==> config.mk <==
export PLATFORM = sky130hd
export DESIGN_NAME = tgi_front
export DESIGN_NICKNAME = d
export VERILOG_FILES = /design/src/rtl/tgi_pkg.sv /design/src/rtl/tgi_front.sv
export SDC_FILE = /design/constraint.sdc
export NUM_CORES = 1
export LEC_CHECK = 0
export BUFFER_PORTS_ARGS = -buffer_cell sky130_fd_sc_hd__buf_2
export CORE_MARGIN = 4
export CORE_UTILIZATION = 25
export DETAILED_ROUTE_END_ITERATION = 7
export GPL_TIMING_DRIVEN = 0
export PLACE_DENSITY = 0.54
export SYNTH_ARGS = -nofsm -noshare
export SYNTH_HDL_FRONTEND = slang
export SYNTH_SLANG_ARGS = --single-unit
==> constraint.sdc <==
create_clock -name clk -period 2.52 [get_ports clk]
set_input_delay 0.126 -clock clk [delete_from_list [all_inputs] [get_ports clk]]
set_output_delay 0.126 -clock clk [all_outputs]
set_load 0.02 [all_outputs]
==> src/rtl/tgi_pkg.sv <==
// Shared types, constants and helper functions for the turtle graphics interpreter.
// Depends on nothing; every other rtl file but tgi_ram refers to it by scoped names.
`default_nettype none

package tgi_pkg;

    // Field widths
    localparam int SYM_W     = 8;
    localparam int COORD_W   = 24;
    localparam int HEAD_W    = 9;
    localparam int STEP_W    = 16;
    localparam int KIND_W    = 2;
    localparam int TRIG_W    = 15;
    localparam int TRIG_SHIFT = 14;
    localparam int PROD_W    = STEP_W + TRIG_W;
    localparam int DELTA_W   = PROD_W - TRIG_SHIFT;
    localparam int TRIG_IDX_W = 7;

    // Configuration port
    localparam int PADDR_W   = 5;
    localparam int PDATA_W   = 32;
    localparam int REG_IDX_W = 3;
    localparam int REG_IDX_LSB = 2;

    // Command queue between front and back
    localparam int QUEUE_DEPTH = 2;

    // Angle constants, one bit wider than a heading
    localparam logic [HEAD_W:0] DEG_90  = 10'd90;
    localparam logic [HEAD_W:0] DEG_180 = 10'd180;
    localparam logic [HEAD_W:0] DEG_270 = 10'd270;
    localparam logic [HEAD_W:0] DEG_360 = 10'd360;

    // Rounding constant for the Q1.14 scale
    localparam logic [PROD_W-1:0] TRIG_ROUND = PROD_W'(1) << (TRIG_SHIFT - 1);

    // Register reset values
    localparam logic [STEP_W-1:0]  STEP_LENGTH_RST   = 16'd128;
    localparam logic [HEAD_W-1:0]  TURN_ANGLE_RST    = 9'd25;
    localparam logic [HEAD_W-1:0]  START_HEADING_RST = 9'd80;
    localparam logic [COORD_W-1:0] START_X_RST       = 24'd0;
    localparam logic [COORD_W-1:0] START_Y_RST       = 24'd0;

    // Symbol codes (ASCII)
    localparam logic [SYM_W-1:0] SYM_MOVE  = 8'h46;  // F
    localparam logic [SYM_W-1:0] SYM_PUSH  = 8'h5B;  // [
    localparam logic [SYM_W-1:0] SYM_POP   = 8'h5D;  // ]
    localparam logic [SYM_W-1:0] SYM_PLUS  = 8'h2B;  // +
    localparam logic [SYM_W-1:0] SYM_MINUS = 8'h2D;  // -

    typedef enum logic [REG_IDX_W-1:0] {
        REG_STEP_LENGTH   = 3'd0,
        REG_TURN_ANGLE    = 3'd1,
        REG_START_HEADING = 3'd2,
        REG_START_X       = 3'd3,
        REG_START_Y       = 3'd4
    } reg_idx_t;

    typedef enum logic [2:0] {
        OP_NONE  = 3'd0,
        OP_MOVE  = 3'd1,
        OP_PUSH  = 3'd2,
        OP_POP   = 3'd3,
        OP_LEFT  = 3'd4,
        OP_RIGHT = 3'd5
    } op_t;

    typedef enum logic [KIND_W-1:0] {
        KIND_SEGMENT   = 2'd0,
        KIND_OVERFLOW  = 2'd1,
        KIND_UNDERFLOW = 2'd2
    } kind_t;

    // One queued command
    typedef struct packed {
        op_t  op;
        logic first;
    } cmd_t;

    // Configuration register set
    typedef struct packed {
        logic [STEP_W-1:0]  step_length;
        logic [HEAD_W-1:0]  turn_angle;
        logic [HEAD_W-1:0]  start_heading;
        logic [COORD_W-1:0] start_x;
        logic [COORD_W-1:0] start_y;
    } cfg_t;

    // Branch stack entry
    typedef struct packed {
        logic [COORD_W-1:0] x;
        logic [HEAD_W-1:0]  heading;
        logic [COORD_W-1:0] y;
    } entry_t;

    typedef struct packed {
        logic              neg;
        logic [TRIG_W-1:0] mag;
    } trig_t;

    // round(16384 * sin(d)) for d = 0..90, but the entry for d = 89 holds 16384
    localparam logic [TRIG_W-1:0] SINE_TABLE [0:90] = '{
        15'd0,     15'd286,   15'd572,   15'd857,   15'd1143,  15'd1428,  15'd1713,
        15'd1997,  15'd2280,  15'd2563,  15'd2845,  15'd3126,  15'd3406,  15'd3686,
        15'd3964,  15'd4240,  15'd4516,  15'd4790,  15'd5063,  15'd5334,  15'd5604,
        15'd5872,  15'd6138,  15'd6402,  15'd6664,  15'd6924,  15'd7182,  15'd7438,
        15'd7692,  15'd7943,  15'd8192,  15'd8438,  15'd8682,  15'd8923,  15'd9162,
        15'd9397,  15'd9630,  15'd9860,  15'd10087, 15'd10311, 15'd10531, 15'd10749,
        15'd10963, 15'd11174, 15'd11381, 15'd11585, 15'd11786, 15'd11982, 15'd12176,
        15'd12365, 15'd12551, 15'd12733, 15'd12911, 15'd13085, 15'd13255, 15'd13421,
        15'd13583, 15'd13741, 15'd13894, 15'd14044, 15'd14189, 15'd14330, 15'd14466,
        15'd14598, 15'd14726, 15'd14849, 15'd14968, 15'd15082, 15'd15191, 15'd15296,
        15'd15396, 15'd15491, 15'd15582, 15'd15667, 15'd15749, 15'd15826, 15'd15897,
        15'd15964, 15'd16026, 15'd16083, 15'd16135, 15'd16182, 15'd16225, 15'd16262,
        15'd16294, 15'd16322, 15'd16344, 15'd16362, 15'd16374, 15'd16384, 15'd16384
    };

    // Reduce a 9-bit angle below 360 (one subtract suffices)
    function automatic logic [HEAD_W-1:0] mod360(input logic [HEAD_W-1:0] a);
        logic [HEAD_W:0] ext;
        ext = {1'b0, a};
        if (ext >= DEG_360)
        begin
            ext = ext - DEG_360;
        end
        return ext[HEAD_W-1:0];
    endfunction

    // Sine magnitude and sign for an angle below 720 degrees
    function automatic trig_t trig_lookup(input logic [HEAD_W:0] deg);
        logic [HEAD_W:0] d;
        logic [HEAD_W:0] folded;
        trig_t           r;
        d = (deg >= DEG_360) ? (deg - DEG_360) : deg;
        if (d <= DEG_90)
        begin
            folded = d;
        end
        else if (d <= DEG_180)
        begin
            folded = DEG_180 - d;
        end
        else if (d <= DEG_270)
        begin
            folded = d - DEG_180;
        end
        else
        begin
            folded = DEG_360 - d;
        end
        r.neg = (d > DEG_180);
        r.mag = SINE_TABLE[folded[TRIG_IDX_W-1:0]];
        return r;
    endfunction

endpackage

`default_nettype wire

==> src/rtl/tgi_front.sv <==
// Front end: accepts symbol items, decodes them to commands and queues them.
// Depends on tgi_pkg for the command type and symbol codes.
`default_nettype none

module tgi_front (
    input  wire logic                      clk,
    input  wire logic                      rst_n,
    input  wire logic [tgi_pkg::SYM_W-1:0] symbol,
    input  wire logic                      first_of_string,
    input  wire logic                      sym_valid,
    output logic                           sym_ready,
    output tgi_pkg::cmd_t                  cmd,
    output logic                           cmd_valid,
    input  wire logic                      cmd_ready
);

    localparam int PTR_W = (tgi_pkg::QUEUE_DEPTH > 1) ? $clog2(tgi_pkg::QUEUE_DEPTH) : 1;
    localparam int CNT_W = $clog2(tgi_pkg::QUEUE_DEPTH + 1);
    localparam logic [PTR_W-1:0] PTR_LAST = PTR_W'(tgi_pkg::QUEUE_DEPTH - 1);
    localparam logic [CNT_W-1:0] CNT_FULL = CNT_W'(tgi_pkg::QUEUE_DEPTH);

    tgi_pkg::cmd_t    q_reg [tgi_pkg::QUEUE_DEPTH];
    logic [PTR_W-1:0] wr_ptr_reg, wr_ptr_next;
    logic [PTR_W-1:0] rd_ptr_reg, rd_ptr_next;
    logic [CNT_W-1:0] cnt_reg, cnt_next;
    tgi_pkg::op_t     dec_op;
    logic             sym_fire;
    logic             push;
    logic             pop;

    // Decode the symbol
    always_comb
    begin
        case (symbol)
            tgi_pkg::SYM_MOVE:  dec_op = tgi_pkg::OP_MOVE;
            tgi_pkg::SYM_PUSH:  dec_op = tgi_pkg::OP_PUSH;
            tgi_pkg::SYM_POP:   dec_op = tgi_pkg::OP_POP;
            tgi_pkg::SYM_PLUS:  dec_op = tgi_pkg::OP_LEFT;
            tgi_pkg::SYM_MINUS: dec_op = tgi_pkg::OP_RIGHT;
            default:            dec_op = tgi_pkg::OP_NONE;
        endcase
    end

    // Ignored symbols are dropped unless they restart the turtle
    assign sym_ready = (cnt_reg != CNT_FULL);
    assign sym_fire  = sym_valid && sym_ready;
    assign push      = sym_fire && ((dec_op != tgi_pkg::OP_NONE) || first_of_string);
    assign cmd_valid = (cnt_reg != '0);
    assign pop       = cmd_valid && cmd_ready;
    assign cmd       = q_reg[rd_ptr_reg];

    // Queue pointers and fill count
    always_comb
    begin
        wr_ptr_next = wr_ptr_reg;
        rd_ptr_next = rd_ptr_reg;
        cnt_next    = cnt_reg;
        if (push)
        begin
            wr_ptr_next = (wr_ptr_reg == PTR_LAST) ? '0 : wr_ptr_reg + PTR_W'(1);
        end
        if (pop)
        begin
            rd_ptr_next = (rd_ptr_reg == PTR_LAST) ? '0 : rd_ptr_reg + PTR_W'(1);
        end
        if (push && !pop)
        begin
            cnt_next = cnt_reg + CNT_W'(1);
        end
        else if (pop && !push)
        begin
            cnt_next = cnt_reg - CNT_W'(1);
        end
    end

    always_ff @(posedge clk or negedge rst_n)
    begin
        if (!rst_n)
        begin
            wr_ptr_reg <= '0;
            rd_ptr_reg <= '0;
            cnt_reg    <= '0;
        end
        else
        begin
            wr_ptr_reg <= wr_ptr_next;
            rd_ptr_reg <= rd_ptr_next;
            cnt_reg    <= cnt_next;
        end
    end

    // Queue storage
    always_ff @(posedge clk)
    begin
        if (push)
        begin
            q_reg[wr_ptr_reg].op    <= dec_op;
            q_reg[wr_ptr_reg].first <= first_of_string;
        end
    end

endmodule

`default_nettype wire

==> impl_metrics.py <==
metrics = {
    "placement": {
        "dp_hpwl_um": 883.3,
        "place_inst": 93,
        "io_buffer_count": 18,
        "gp_congestion": 0.6191,
    },
    "critical_path": {
        "reg2reg_from": "cnt_reg[0]",
        "crit_buf_inv": 0,
        "worst-path-max-fanout": 4,
        "critical_path.most_common_cell": "xor2_1",
        "startpoint": "cnt_reg[0]",
        "crit_path_top_delay_cell": "dfrtp_1",
        "crit_family": "simple AND/OR/NAND/NOR gates",
        "cp.arrival_ps": 1800,
        "required_ps": 2710,
        "crit_path_cell_trace": "or2b_2 > o311a_4 > ha_1 > xor2_1 > nor2_1 > xor2_1",
        "max_stage_delay_ps": 420,
        "crit_type": "reg -> reg",
        "worstSetupEndpointType": "flip-flop",
        "critPathLaunchType": "flip-flop",
    },
    "global_routing": {
        "grt_max_degree": 8,
        "global_route.usage.met3": 0.03947,
        "grt_pass1_vias": 435,
        "antenna_found_initial": 0,
        "grt_overflow": 0,
        "track_usage": 0.07857,
        "grt.busiest_layer": "met2",
        "grt_pass1_wl_um": 2021,
        "met2_usage": 0.1180,
        "grt_util_met1": 0.1008,
    },
    "floorplanning": {
        "start_util": 0.2615,
        "core_um2": 2455,
        "die-area_um2": 3442,
        "placementRows": 18,
        "ios": 19,
        "fp.dieW_um": 58.67,
        "die_h_um": 58.67,
    },
    "timing": {
        "fmax_ghz": 0.6223,
        "max_slew.worst_pin.slew_ps": 386.1,
        "clock-skew-final_ps": 0.5535,
        "tns_ps": 0,
        "hold_viol": 0,
        "maxSlewViolCount": 0,
        "min_period_ps": 1607,
        "grt_setup_unrepaired": "no",
        "timing.final.crit_share": 0.6377,
        "setup_viol": 0,
        "slew_headroom": 0.7402,
    },
    "worst_hold_path": {
        "hold_path.class": "in -> reg",
        "worstHoldStart": "first_of_string",
    },
    "route": {
        "drt_pass1_iterations": 2,
        "postRouteAntennaNets": 0,
        "drt_iter0_markers": 7,
        "routedWlPerCell_um": 11.19,
        "drc": 0,
        "routed-via-count": 425,
        "routed_via_density": 4.337,
        "drt-total-wl_um": 1097,
    },
    "finish": {
        "fillCellCount": 255,
        "antenna_cells": 0,
        "multi_input_area_um2": 301.5,
        "drive_gt1_frac": 0.3971,
        "nets": 83,
        "area_growth_pct": 25.54,
        "seqCellArea_um2": 340.3,
        "largest_reg_flops": 8,
        "final_cells": 98,
    },
    "status": {
        "outcome": "completed",
    },
    "pwr": {
        "vdd_drop_max_mv": 0.4829,
        "power_leakage_uw": 0.0003187,
        "pwr_density_cell_nw_per_um2": 851.8,
    },
    "clocking": {
        "clkSinkCount": 12,
        "htreeDepth": 1,
        "cts_tree": "built",
        "cts_resized": 0,
        "clkTransAtPathRegs_ps": 70,
        "cts.path.max_buffers": 2,
        "clock_latency_ps": 270,
        "cts_made_buffers": 3,
        "cts_root_buffer": "clkbuf_4",
    },
    "logic_synthesis": {
        "seq_area_frac_synth": 0.5302,
        "synth.net_count": 59,
        "syn_inst": 45,
        "ys_warn_count": 0,
        "synth_enable_flop_cells": 8,
        "async_flop_share": 0.3333,
        "ys_types": 24,
        "synth_area_um2": 641.9,
        "syn_area_per_cell_um2": 14.26,
        "ys_seq_elements": 12,
        "synth_ff_type": "edfxtp_1",
    },
    "run": {
        "drv_cap": 0,
    },
}
## placed cells by master, fill, tap and decap left out, drive strengths merged
cell type	instances
and4b	2
clkbuf	3
nand2	3
nor4b	1
ha	1
xor2	3
and2b	2
dfrtp	4
buf	18
o311a	1
nor4	2
clkinv	1
a22o	1
nor2	2
nand3	1
mux2	4
a21oi	1
dlygate4sd3	1
xnor2	3
a2111oi	1
and2	1
or2b	1
nand3b	1
or3b	1
edfxtp	8
or2	1
## area by class of cell
cell class                      count  share of cell area
Clock buffer                        3             0.02795
Multi-Input combinational cell     33              0.3742
Clock inverter                      1            0.004658
Tap cell                           30             0.04658
Timing Repair Buffer               19              0.1242
Sequential cell                    12              0.4224
## worst paths after layout
check / slack (ps) / to / depth (start not counted)
max in group asynchronous: 2210 / wr_ptr_reg / 2
max: 910 / cnt_reg[1] / 6
min reg2reg: 490 / cnt_reg[1] / 1
min: 90 / q_reg[0][0] / 1
min in group asynchronous: 180 / cnt_reg[1] / 2
max reg2reg: 910 / cnt_reg[1] / 6
## per-stage QoR
step	utilization	setup slack, ps	cell area (µm²)	hold slack (ps)	power [µW]
floorplan	-	861.8	641.9	-169.6	495.5
global placement	0.3135	652.4	769.5	-62.04	573.3
detailed placement	0.3135	638.6	769.5	-59.93	574.4
CTS	0.3282	896.8	805.8	88.13	698.6
global route	0.3282	812.8	805.8	83.44	742.7
finish	0.3282	913.1	805.8	87.74	686.3
## report_power, final
group | internal, µW | switching, µW | leakage [µW]
Sequential | 262 | 46.2 | 0.000123
Combinational | 123 | 136 | 0.000181
Clock | 57.2 | 61.2 | 0.0000154
Total | 443 | 243 | 0.000319
## synth_stat cells (2+ instances only)
| master | count | area (µm²) |
|---|---|---|
| nor4_1 | 2 | 12.51 |
| xnor2_1 | 3 | 26.28 |
| dfrtp_1 | 4 | 100.1 |
| and4b_1 | 2 | 20.02 |
| nor2_1 | 2 | 7.510 |
| edfxtp_1 | 8 | 240.2 |
| xor2_1 | 2 | 17.52 |
| mux2_1 | 4 | 45.04 |
| nand2_1 | 3 | 11.26 |
## worst reg2reg max path, cell delays in order (launching register included)
cell and delay, ps:
dfrtp_1 420, or2b_2 320, o311a_4 150, ha_1 210, xor2_1 140, nor2_1 130, xor2_1 150
## repair_timing
action                                 in CTS  in global routing
hold buffers                                1                  0
endpoints found under the hold margin       4                  0
setup buffers                               0                  0
## routing by layer
layer / vias up / wire length (µm)
met1: 196 / 477
met5: - / 0
met2: 11 / 543
met3: 0 / 76
met4: 0 / 0
li1: 218 / -
## cell families after synthesis
logic type,Yosys count,share of synthesized area
AND/OR/NAND/NOR,18,0.1891
flip-flops,12,0.5302
XOR/XNOR,6,0.09359
AO/OA/AOI/OAI,4,0.09747
multiplexers,4,0.07017
adder cells (fa/ha/maj),1,0.01949
Power figures use the tool's default switching activity.
